==> src/rtl/core/acds_pkg.sv <==
// Shared types, codes and small arithmetic helpers for the alarm clock digit setter.
// No dependencies; every module of the block imports this package.
package acds_pkg;

    localparam int unsigned OpcodeW  = 3;
    localparam int unsigned HourW    = 5;
    localparam int unsigned MinuteW  = 6;
    localparam int unsigned AlMinW   = 7;
    localparam int unsigned DigitW   = 4;
    localparam int unsigned NumDigit = 4;
    localparam int unsigned SelW     = 2;
    localparam int unsigned ModeW    = 2;
    localparam int unsigned SnoozeW  = 6;
    localparam logic [SnoozeW-1:0] SnoozeReset = 6'd10;

    // Event kinds carried on the input tuser
    typedef enum logic [OpcodeW-1:0] {
        OP_TICK   = 3'd0,
        OP_SWITCH = 3'd1,
        OP_ENC    = 3'd2,
        OP_YES    = 3'd3,
        OP_NO     = 3'd4
    } t_op;

    // Controller mode, one-hot
    typedef enum logic [2:0] {
        MODE_IDLE = 3'b001,
        MODE_EDIT = 3'b010,
        MODE_RING = 3'b100
    } t_mode;

    // Mode codes as reported on the result
    localparam logic [ModeW-1:0] MODE_CODE_IDLE = 2'd0;
    localparam logic [ModeW-1:0] MODE_CODE_EDIT = 2'd1;
    localparam logic [ModeW-1:0] MODE_CODE_RING = 2'd2;

    typedef struct packed {
        logic [OpcodeW-1:0] opcode;
        logic               enc_dline;
        logic               enc_clk;
        logic [MinuteW-1:0] minute;
        logic [HourW-1:0]   hour;
    } t_in_item;

    typedef struct packed {
        logic              ring_stop;
        logic              ring_start;
        logic              armed_now;
        logic [SelW-1:0]   edit_position;
        logic [ModeW-1:0]  mode_now;
        logic [DigitW-1:0] disp_digit3;
        logic [DigitW-1:0] disp_digit2;
        logic [DigitW-1:0] disp_digit1;
        logic [DigitW-1:0] disp_digit0;
    } t_result;

    // v / 10 for v < 128 by reciprocal multiply (205 / 2048 is exact here)
    function automatic logic [DigitW-1:0] div10(input logic [AlMinW-1:0] v);
        logic [14:0] p;
        p = {8'd0, v} * 15'd205;
        return p[14:11];
    endfunction

    function automatic logic [DigitW-1:0] mod10(input logic [AlMinW-1:0] v);
        logic [AlMinW-1:0] q;
        logic [AlMinW-1:0] r;
        q = {3'd0, div10(v)};
        r = v - q * 7'd10;
        return r[DigitW-1:0];
    endfunction

endpackage

==> src/rtl/core/acds_in_reg.sv <==
// Input register stage: holds one accepted event until the engine takes it.
// Depends on acds_pkg.
module acds_in_reg (
    input  logic               i_clk,
    input  logic               i_rst_n,
    input  logic               i_valid,
    output logic               o_ready,
    input  acds_pkg::t_in_item i_item,
    output logic               o_valid,
    input  logic               i_take,
    output acds_pkg::t_in_item o_item
);
    import acds_pkg::*;

    logic     r_valid;
    t_in_item r_item;

    // free slot, or the held event leaves this cycle
    assign o_ready = !r_valid || i_take;
    assign o_valid = r_valid;
    assign o_item  = r_item;

    always_ff @(posedge i_clk) begin
        if (!i_rst_n) begin
            r_valid <= 1'b0;
        end else if (o_ready) begin
            r_valid <= i_valid;
        end
    end

    always_ff @(posedge i_clk) begin
        if (i_valid && o_ready) begin
            r_item <= i_item;
        end
    end

endmodule

==> src/rtl/core/acds_engine.sv <==
// Controller state and next-state logic; one event per load, result registered.
// Depends on acds_pkg.
module acds_engine (
    input  logic                           i_clk,
    input  logic                           i_rst_n,
    input  logic                           i_load,
    input  acds_pkg::t_in_item             i_item,
    input  logic [acds_pkg::SnoozeW-1:0]   i_snooze,
    output acds_pkg::t_result              o_result
);
    import acds_pkg::*;

    t_mode             r_mode,     n_mode;
    logic [DigitW-1:0] r_dig [NumDigit];
    logic [DigitW-1:0] n_dig [NumDigit];
    logic [SelW-1:0]   r_sel,      n_sel;
    logic              r_left,     n_left;
    logic              r_right,    n_right;
    logic [HourW-1:0]  r_al_hour,  n_al_hour;
    logic [AlMinW-1:0] r_al_min,   n_al_min;
    logic              r_armed,    n_armed;
    logic [HourW-1:0]  r_cur_hour, n_cur_hour;
    logic [MinuteW-1:0] r_cur_min, n_cur_min;
    t_result           r_res,      n_res;

    logic              start, stop;
    logic [DigitW-1:0] d_enc;
    logic [AlMinW-1:0] snz_sum;
    logic [AlMinW-1:0] snz_min;
    logic [1:0]        snz_carry;
    logic [5:0]        snz_hour;
    logic [7:0]        st_hour;
    logic [7:0]        st_min;
    logic [ModeW-1:0]  mode_code;

    // snooze time: current minute plus snooze, wrapped at 60, carry into the hour
    always_comb begin
        snz_sum = {1'b0, r_cur_min} + {1'b0, i_snooze};
        if (snz_sum >= 7'd120) begin
            snz_min   = snz_sum - 7'd120;
            snz_carry = 2'd2;
        end else if (snz_sum >= 7'd60) begin
            snz_min   = snz_sum - 7'd60;
            snz_carry = 2'd1;
        end else begin
            snz_min   = snz_sum;
            snz_carry = 2'd0;
        end
        snz_hour = {1'b0, r_cur_hour} + {4'd0, snz_carry};
        if (snz_hour >= 6'd24) begin
            snz_hour = snz_hour - 6'd24;
        end
    end

    // edited digits back to binary
    assign st_hour = {4'd0, r_dig[0]} * 8'd10 + {4'd0, r_dig[1]};
    assign st_min  = {4'd0, r_dig[2]} * 8'd10 + {4'd0, r_dig[3]};

    always_comb begin
        n_mode     = r_mode;
        n_dig      = r_dig;
        n_sel      = r_sel;
        n_left     = r_left;
        n_right    = r_right;
        n_al_hour  = r_al_hour;
        n_al_min   = r_al_min;
        n_armed    = r_armed;
        n_cur_hour = r_cur_hour;
        n_cur_min  = r_cur_min;
        start      = 1'b0;
        stop       = 1'b0;
        d_enc      = r_dig[r_sel];

        case (t_op'(i_item.opcode))
            OP_TICK: begin
                n_cur_hour = i_item.hour;
                n_cur_min  = i_item.minute;
                if (r_mode == MODE_IDLE && r_armed && r_al_hour == i_item.hour
                        && r_al_min == {1'b0, i_item.minute}) begin
                    n_mode = MODE_RING;
                    start  = 1'b1;
                end
            end
            OP_SWITCH: begin
                if (r_mode == MODE_IDLE) begin
                    n_mode   = MODE_EDIT;
                    n_sel    = '0;
                    n_dig[0] = div10({2'd0, r_al_hour});
                    n_dig[1] = mod10({2'd0, r_al_hour});
                    n_dig[2] = div10(r_al_min);
                    n_dig[3] = mod10(r_al_min);
                end else if (r_mode == MODE_EDIT) begin
                    n_sel = r_sel + 2'd1;
                end
            end
            OP_ENC: begin
                if (r_mode == MODE_EDIT) begin
                    if (!i_item.enc_clk) begin
                        // clock low arms a direction
                        if (!r_left && !i_item.enc_dline) begin
                            n_left  = 1'b1;
                            n_right = 1'b0;
                        end else if (i_item.enc_dline) begin
                            n_right = 1'b1;
                            n_left  = 1'b0;
                        end
                    end else begin
                        if (r_left && i_item.enc_dline) begin
                            d_enc  = (d_enc == 4'd0) ? 4'd9 : d_enc - 4'd1;
                            n_left = 1'b0;
                        end else if (r_right && !i_item.enc_dline) begin
                            d_enc   = (d_enc >= 4'd9) ? 4'd0 : d_enc + 4'd1;
                            n_right = 1'b0;
                        end
                    end
                    // hour tens limited to 0..2
                    if (r_sel == 2'd0 && d_enc > 4'd2) begin
                        d_enc = 4'd0;
                    end
                    n_dig[r_sel] = d_enc;
                end
            end
            OP_YES: begin
                if (r_mode == MODE_EDIT) begin
                    n_al_hour = st_hour[HourW-1:0];
                    n_al_min  = st_min[AlMinW-1:0];
                    n_armed   = 1'b1;
                    n_mode    = MODE_IDLE;
                    n_sel     = '0;
                end else if (r_mode == MODE_RING) begin
                    n_al_min  = snz_min;
                    n_al_hour = snz_hour[HourW-1:0];
                    n_mode    = MODE_IDLE;
                    stop      = 1'b1;
                end
            end
            OP_NO: begin
                if (r_mode == MODE_EDIT) begin
                    n_mode = MODE_IDLE;
                    n_sel  = '0;
                end else begin
                    n_al_hour = '0;
                    n_al_min  = '0;
                    n_armed   = 1'b0;
                    if (r_mode == MODE_RING) begin
                        n_mode = MODE_IDLE;
                        stop   = 1'b1;
                    end
                end
            end
            default: begin
            end
        endcase
    end

    always_comb begin
        case (n_mode)
            MODE_EDIT: mode_code = MODE_CODE_EDIT;
            MODE_RING: mode_code = MODE_CODE_RING;
            default:   mode_code = MODE_CODE_IDLE;
        endcase
    end

    always_comb begin
        if (n_mode == MODE_EDIT) begin
            n_res.disp_digit0 = n_dig[0];
            n_res.disp_digit1 = n_dig[1];
            n_res.disp_digit2 = n_dig[2];
            n_res.disp_digit3 = n_dig[3];
        end else begin
            n_res.disp_digit0 = div10({2'd0, n_cur_hour});
            n_res.disp_digit1 = mod10({2'd0, n_cur_hour});
            n_res.disp_digit2 = div10({1'b0, n_cur_min});
            n_res.disp_digit3 = mod10({1'b0, n_cur_min});
        end
        n_res.mode_now      = mode_code;
        n_res.edit_position = n_sel;
        n_res.armed_now     = n_armed;
        n_res.ring_start    = start;
        n_res.ring_stop     = stop;
    end

    always_ff @(posedge i_clk) begin
        if (!i_rst_n) begin
            r_mode     <= MODE_IDLE;
            r_dig      <= '{default: '0};
            r_sel      <= '0;
            r_left     <= 1'b0;
            r_right    <= 1'b0;
            r_al_hour  <= '0;
            r_al_min   <= '0;
            r_armed    <= 1'b0;
            r_cur_hour <= '0;
            r_cur_min  <= '0;
        end else if (i_load) begin
            r_mode     <= n_mode;
            r_dig      <= n_dig;
            r_sel      <= n_sel;
            r_left     <= n_left;
            r_right    <= n_right;
            r_al_hour  <= n_al_hour;
            r_al_min   <= n_al_min;
            r_armed    <= n_armed;
            r_cur_hour <= n_cur_hour;
            r_cur_min  <= n_cur_min;
        end
    end

    always_ff @(posedge i_clk) begin
        if (i_load) begin
            r_res <= n_res;
        end
    end

    assign o_result = r_res;

endmodule

==> src/rtl/core/alarm_clock_digit_setter.sv <==
// Top level of the alarm clock digit setter: stream ports, snooze register,
// input register and engine. Depends on acds_pkg, acds_in_reg, acds_engine.
//
//   channel   dir  handshake                      payload
//   s_axis    in   s_axis_tvalid / s_axis_tready  tuser opcode, tdata time + encoder
//   m_axis    out  m_axis_tvalid / m_axis_tready  tdata digits, mode, flags
//   cfg       in   i_cfg_valid / o_cfg_ready      snooze minutes
//
// One event per cycle sustained while m_axis does not stall; each event passes
// the input register, then the result register fed by the engine logic.
// Synchronous active-low reset: idle, alarm cleared, snooze back to 10.
// A stall on m_axis holds the result; the input register still takes one
// more event, then s_axis_tready drops until the result is taken.
module alarm_clock_digit_setter (
    input  logic                         i_clk,
    input  logic                         i_rst_n,
    input  logic                         s_axis_tvalid,
    output logic                         s_axis_tready,
    input  logic [15:0]                  s_axis_tdata,  // hour, minute, enc_clk, enc_dline
    input  logic [acds_pkg::OpcodeW-1:0] s_axis_tuser,  // opcode
    output logic                         m_axis_tvalid,
    input  logic                         m_axis_tready,
    // digit0..3, mode_now, edit_position, armed_now, ring_start, ring_stop
    output logic [23:0]                  m_axis_tdata,
    input  logic                         i_cfg_valid,
    output logic                         o_cfg_ready,
    input  logic [acds_pkg::SnoozeW-1:0] i_cfg_data
);
    import acds_pkg::*;

    t_in_item           s_item;
    t_in_item           held_item;
    logic               held_valid;
    logic               take;
    logic               out_adv;
    logic               r_out_valid;
    logic [SnoozeW-1:0] r_snooze;
    t_result            result;

    assign s_item.opcode    = s_axis_tuser;
    assign s_item.hour      = s_axis_tdata[4:0];
    assign s_item.minute    = s_axis_tdata[10:5];
    assign s_item.enc_clk   = s_axis_tdata[11];
    assign s_item.enc_dline = s_axis_tdata[12];

    assign o_cfg_ready = 1'b1;

    always_ff @(posedge i_clk) begin
        if (!i_rst_n) begin
            r_snooze <= SnoozeReset;
        end else if (i_cfg_valid) begin
            r_snooze <= i_cfg_data;
        end
    end

    // result slot free or being drained this cycle
    assign out_adv = !r_out_valid || m_axis_tready;
    assign take    = held_valid && out_adv;

    acds_in_reg u_in_reg (
        .i_clk   (i_clk),
        .i_rst_n (i_rst_n),
        .i_valid (s_axis_tvalid),
        .o_ready (s_axis_tready),
        .i_item  (s_item),
        .o_valid (held_valid),
        .i_take  (take),
        .o_item  (held_item)
    );

    acds_engine u_engine (
        .i_clk    (i_clk),
        .i_rst_n  (i_rst_n),
        .i_load   (take),
        .i_item   (held_item),
        .i_snooze (r_snooze),
        .o_result (result)
    );

    always_ff @(posedge i_clk) begin
        if (!i_rst_n) begin
            r_out_valid <= 1'b0;
        end else if (out_adv) begin
            r_out_valid <= held_valid;
        end
    end

    assign m_axis_tvalid = r_out_valid;
    assign m_axis_tdata  = {1'b0, result};

endmodule
==> config.mk <==
export PLATFORM = sky130hd
export DESIGN_NAME = alarm_clock_digit_setter
export DESIGN_NICKNAME = d
export VERILOG_FILES = /design/src/rtl/core/acds_pkg.sv /design/src/rtl/core/acds_in_reg.sv /design/src/rtl/core/acds_engine.sv /design/src/rtl/core/alarm_clock_digit_setter.sv
export SDC_FILE = /design/constraint.sdc
export NUM_CORES = 1
export LEC_CHECK = 0
export ABC_AREA = 1
export BUFFER_PORTS_ARGS = -buffer_cell sky130_fd_sc_hd__buf_4
export CAP_MARGIN = 20
export CORE_MARGIN = 3
export CORE_UTILIZATION = 25
export CTS_BUF_LIST = sky130_fd_sc_hd__clkbuf_8 sky130_fd_sc_hd__clkbuf_16
export DETAILED_ROUTE_END_ITERATION = 6
export SLEW_MARGIN = 20
export SYNTH_ARGS = -nofsm -noshare
export SYNTH_HDL_FRONTEND = slang
export SYNTH_HIERARCHICAL = 1
export SYNTH_SLANG_ARGS = --single-unit
==> constraint.sdc <==
create_clock -name i_clk -period 13.1 [get_ports i_clk]
set_input_delay 1.31 -clock i_clk [delete_from_list [all_inputs] [get_ports i_clk]]
set_output_delay 1.31 -clock i_clk [all_outputs]
set_load 0.01 [all_outputs]
; Word level (Yosys, flattened, before mapping)
; Cells that the tools add are included.
[word_totals]
inputBits = 30
wordCells = 166
output_inout_bits = 27
ff_bits = 94
[classes]
n_reduce_logical = 26
bitwise = 2
n_eq_ne = 16
mux = 59
n_mul = 10
add_sub_neg = 14
order_cmp = 7
[op_table]
columns = cell, count
row1 = 2-to-1 mux 4 bit, 13
row2 = 2-to-1 mux 16 bit, 3
row3 = 2-to-1 mux 7 bit, 5
row4 = case mux 16 bit (2 select lines), 1
row5 = multiplier 5 x 8 -> 13 bit (second input constant), 2
row6 = 2-to-1 mux 5 bit, 5
row7 = bitwise mux 16 bit, 1
row8 = subtractor 4 bit, 4
row9 = multiplier 7 x 8 -> 15 bit (second input constant), 1
row10 = multiplier 6 x 8 -> 14 bit (second input constant), 1
row11 = 2-to-1 mux 1 bit, 14
row12 = case mux 7 bit (2 select lines), 1
row13 = equality test 3 x 2 -> 1 bit (second input constant), 4
row14 = 2-to-1 mux 3 bit, 4
row15 = logical AND 1 bit, 10
row16 = case mux 5 bit (2 select lines), 1
row17 = equality test 3 bit (second input constant), 3
row18 = case mux 3 bit (3 select lines), 1
row19 = binary-select mux 4 bit (select 2 bit), 1
row20 = demux 4 bit (select 2 bit), 1
row21 = 2-to-1 mux 2 bit, 4
row22 = case mux 2 bit (2 select lines), 2
row23 = adder 6 x 6 -> 7 bit, 1
row24 = adder 7 x 4 -> 7 bit, 1
row25 = other kinds (41), 50

; Longest topological paths before layout
[logic_depth]
depth_word = 20
depth_mapped = 29
mapped_depth_nobuf = 27

; By module
; The synthesis kept the hierarchy.
[by_module_without_submodules]
columns = mod, area_per_inst_um2, cells_each, seq_area_each_um2, instances
row1 = acds_engine, 7893.8, 1077, 1631.6, 1
row2 = acds_in_reg, 531.8, 23, 500.5, 1
row3 = alarm_clock_digit_setter, 266.5, 36, 140.1, 1

; Worst setup path after synthesis
; No wires, ideal clock.
[synth_timing]
kind = reg2reg
from = register u_in_reg.r_item, in the netlist u_in_reg/o_item[14]
to = register u_engine.r_res, in the netlist u_engine/o_result[15] (data pin)
setup_ns = 0.253
required_ns = 12.847
t_arrival_ns = 4.611
n_path_buf = 2
path_stages_with_launch = 26
period_less_slack_ns = 4.864
path_slack_ns = 8.236
path_cell_list = edfxtp_1 -> nor2_4 -> nand2_4 -> buf_6 -> clkbuf_1 -> o21ai_0 -> ha_1 -> fa_1 -> fa_1 -> inv_1 -> ha_1 -> a21oi_1 -> o21a_1 -> nand2_1 -> nand2_1 -> nand2_1 -> inv_1 -> ha_1 -> inv_1 -> fa_1 -> xor2_1 -> inv_1 -> xor2_1 -> or2_0 -> nand3_1 -> nand2_1
[synth_lines]
columns = item, line
row1 = "start, declared", acds_in_reg.sv:16  ; t_in_item r_item;
row2 = "start signal, assigned", acds_in_reg.sv:33  ; r_item <= i_item;
row3 = "end signal, assigned", acds_engine.sv:211  ; r_res <= n_res;
row4 = "end, declared", acds_engine.sv:24  ; t_result r_res, n_res;

==> results summary <==
The number of buffers added by the clock tree synthesis step came out at 9. In this run the mean area of a mapped cell was around 7.7 um2. The core area came out at about 0.034 mm2.

The final setup slack of the worst path is 7.60 ns. The pre-antenna-repair detailed-routing pass consisted of 5 iterations. The gate count after technology mapping is approximately 1,100. The internal cell power came out at 0.000570 W. The Yosys step of the flow raised 6 warnings.

The worst setup path is captured at a flip-flop. The longest clock path from root to sink contains 2 buffers. The register share of total power is 0.389. The wire length of the first global-routing pass is between 30 and 40 mm. Together, buffers and inverters on the worst path number 6. For this run, the slowest stage of the critical path takes roughly 0.52 ns. The die outline height is 192 um. The antenna cell count is 0. The number of remaining DRC errors is 0. Among all flip-flop cells after synthesis, the most frequent one is dfxtp_1. The critical-path maximum fanout came out at 24. The worst-case headroom to the max-slew limit is 0.526. The tool flagged a number of max-cap violations equal to 0. The worst path needs about 5.5 ns of the cycle, external delays included. The count of placed standard cells including taps came out at ~1,600. CTS placed an instance of clkbuf_16 at the clock tree root.

The post-synthesis instance area is slightly below 0.009 mm2. The final net count is between 1,000 and 1,500. The total of hold buffers inserted after clock tree synthesis is 0. The setup skew after layout came out at roughly 0.014 ns. The share of total power dissipated in the clock network is 0.298. The setup path with the least slack is of type flip-flop to flip-flop. The starting density of the core came out at 0.257. The worst setup path is launched from a flip-flop. The worst-case IR drop observed on VDD is just over 60 uV. The hold path depth is 2. The worst reg-to-reg path cell count came out at 25.

The analysis attributes to net switching a power of around 0.00033 W. Clock-pin slew was measured on the worst setup and hold paths at 0.07 ns. The number of buffers added on ports came out at just over 50.

The setup TNS is 0 ns. Buffers added to address setup during post-CTS repair amount to 0. Dividing the detail-routed via count by the number of cells gives 4.58. The filler-free cell count of the finished design is 1,632. The number of storage elements in the synthesis netlist is between 90 and 100. The library cell contributing the largest single delay on the critical path is fa_1. At the pin with the least slew margin, the transition time is ~0.71 ns. The critical path runs through a total of 25 cells. Setup violations remaining at the end of the flow were counted as 0.

When the netlist entered floorplanning its net count stood at 1,330. The library cell appearing most often on the critical path is inv_1. The remaining antenna violation count after routing came out at 0. The H-tree generated during clock tree synthesis spans 3 levels. The library cell used most frequently in the layout, excluding fill and tap cells, is nand2_1. In the layout the commonest cells are nand2_1, inv_1, ha_1, a21oi_1, nor2_1.

Of the available clock period, the critical path in the final layout requires 0.420. The number of pins with negative max-slew slack in the final report came out at 0. TritonCTS built the clock tree.

Summed over all layers, the routed wires come to approximately 22 mm. The fraction of final layout cells sized beyond drive strength 1 is 0.110. The clock latency on the worst-skew pair is ~0.36 ns. The total number of placement rows came out at 67.

The area of the die came out at ~0.037 mm2. In this design, the largest share of critical-path delay is due to adder cells. The I/O pin count is between 50 and 60. The standby leakage power came out at 5.20 nW. The post-route cell area came out at around 0.0099 mm2. The switching fraction of total power is 0.367.

The die is a little under 200 um wide. Routability-driven placement finished with a final weighted congestion of approximately 0.87. In this run the cell area measured after placement is around 0.0096 mm2. The total power per unit cell area is 91.4 mW/mm2.

From synthesis to final layout, the design area changed by 13.4%. The pin count of the biggest net entering global routing came out at 47. The via count of the first global-routing pass came to ~7,100. Counting every sink on the clock net gives 94. The required time of the worst setup path came out at ~13 ns. The first-iteration detailed-routing DRC count came out at 526. The portion of total power attributed to combinational logic came out at 0.313. The tightest min-delay check is of the flip-flop to flip-flop type. The number of enable flip-flop cells after synthesis is 39.

Setup repair after global routing left no endpoint under its margin. The number of resized instances in the post-cts repair step is 0. The worst slack at placement is approximately 7.6 ns. The flow ran to the end, and the final reports show no timing, DRC or antenna violations.

The via count is around 7,500. Of all flip-flops after synthesis, the portion carrying an async set or reset was 0. The all-layer global routing usage is 0.123. The part of the Yosys area used for sequential elements came out at 0.261. The arrival time reported for the critical path endpoint is 5.59 ns. The HPWL reported at the end of detailed placement is 17.7 mm.

The count of unique library cells instantiated by Yosys is between 50 and 60. Static timing analysis puts the maximum clock frequency at between 150 and 200 MHz. The mean routed wirelength per cell came out at around 14 um. The total overflow reported by the global router came out at 0. The number of antenna violations at the first check in global routing came to 0. The final hold slack came out at ~0.46 ns.

The number of hold-slack violations in the final timing report is 0.
[through the flow]
| step | utilization | total power (W) |
|---|---|---|
| final | 0.291 | 0.000901 |
| after global routing | 0.291 | 0.000966 |
| after CTS | 0.291 | 0.000908 |
| after global placement | 0.282 | 0.000631 |
| after floorplan | - | 0.000547 |
| after detailed placement | 0.282 | 0.000638 |
[final timing paths]
| kind | from | to | slack, ns |
|---|---|---|---|
| worst min register to register | u_engine/r_right | u_engine/r_right | 0.46 |
| worst max-delay path | u_in_reg/o_item[14] | u_engine/o_result[15] | 7.60 |
| worst max register to register | u_in_reg/o_item[14] | u_engine/o_result[15] | 7.60 |
| worst min-delay path | u_engine/r_right | u_engine/r_right | 0.46 |
[metal layers]
metal	share of wire	global-route usage
met1	0.48	0.172
met4	0.016	0.0277
met3	0.061	0.0202
met2	0.45	0.199
met5	0	0
[sequential cells by signal, indices dropped and copies added (netlist names), 2 cells and up]
signal	cells
u_engine/o_result	23
u_engine/r_dig	16
u_in_reg/o_item	16
u_engine/r_al_min	7
r_snooze	6
u_engine/r_cur_min	6
u_engine/r_al_hour	5
u_engine/r_cur_hour	5
u_engine/r_mode	3
u_engine/r_sel	2
[power by group through the flow]
stage	Combinational (W)	Clock, W	Sequential [W]
floorplan	0.000194	0	0.000353
global placement	0.000273	0	0.000357
detailed placement	0.000280	0	0.000357
CTS	0.000282	0.000275	0.000351
global route	0.000326	0.000287	0.000354
finish	0.000282	0.000268	0.000351
[layout make-up]
type | instances | area, um2
Timing Repair Buffer | 55 | 413
Multi-Input combinational cell | 805 | 5510
Tap cell | 448 | 561
Fill cell | 3701 | 24000
Clock inverter | 7 | 73.8
Clock buffer | 9 | 225
Sequential cell | 94 | 2270
Inverter | 214 | 808
[kinds of logic (layout without fill, tap and decap cells)]
kind of cell | count (synthesis) | after routing | synth area share
AO/OA/AOI/OAI | 196 | 196 | 0.130
XOR/XNOR | 32 | 32 | 0.0331
adder cells (fa/ha/maj) | 164 | 164 | 0.259
buffers and inverters | 237 | 285 | 0.108
flip-flops | 94 | 94 | 0.261
other | 2 | 2 | 0.000864
AND/OR/NAND/NOR | 411 | 411 | 0.208
[synthesized netlist by cell type (3+ instances only)]
cell	instances	area, um2
edfxtp_1	39	1170
o21ai_0	39	195
xor2_1	20	175
nor2_1	67	251
nor3_1	5	25.0
a21oi_1	81	405
xnor2_1	11	96.3
a211oi_1	4	30.0
o21ai_2	6	52.6
nand2_1	243	912
inv_2	14	52.6
nand3_1	48	240
o21ai_1	22	110
inv_1	198	743
dfxtp_1	55	1100
ha_1	137	1710
clkbuf_1	16	60.1
nand3b_1	5	37.5
nand3_2	4	40.0
buf_4	3	22.5
o211ai_1	16	120
or2_2	10	62.6
a22oi_1	3	22.5
nand2_2	7	43.8
nand4_1	10	62.6
o22ai_1	9	56.3
buf_6	4	45.0
fa_1	27	541
[worst reg2reg max path: stages, from the launching register on]
cell      delay, ns
edfxtp_1       0.50
nor2_4         0.18
nand2_4        0.19
o21ai_0        0.44
inv_1          0.15
ha_1           0.33
inv_1          0.06
fa_1           0.40
fa_1           0.52
inv_1          0.05
ha_1           0.30
a21oi_1        0.18
o21a_1         0.16
nand2_1        0.06
nand2_1        0.07
nand2_1        0.16
inv_1          0.10
ha_1           0.14
inv_1          0.05
fa_1           0.37
xor2_1         0.20
inv_1          0.08
xor2_1         0.17
or2_0          0.21
nand3_1        0.08
nand2_1        0.11
Power figures use the tool's default switching activity.
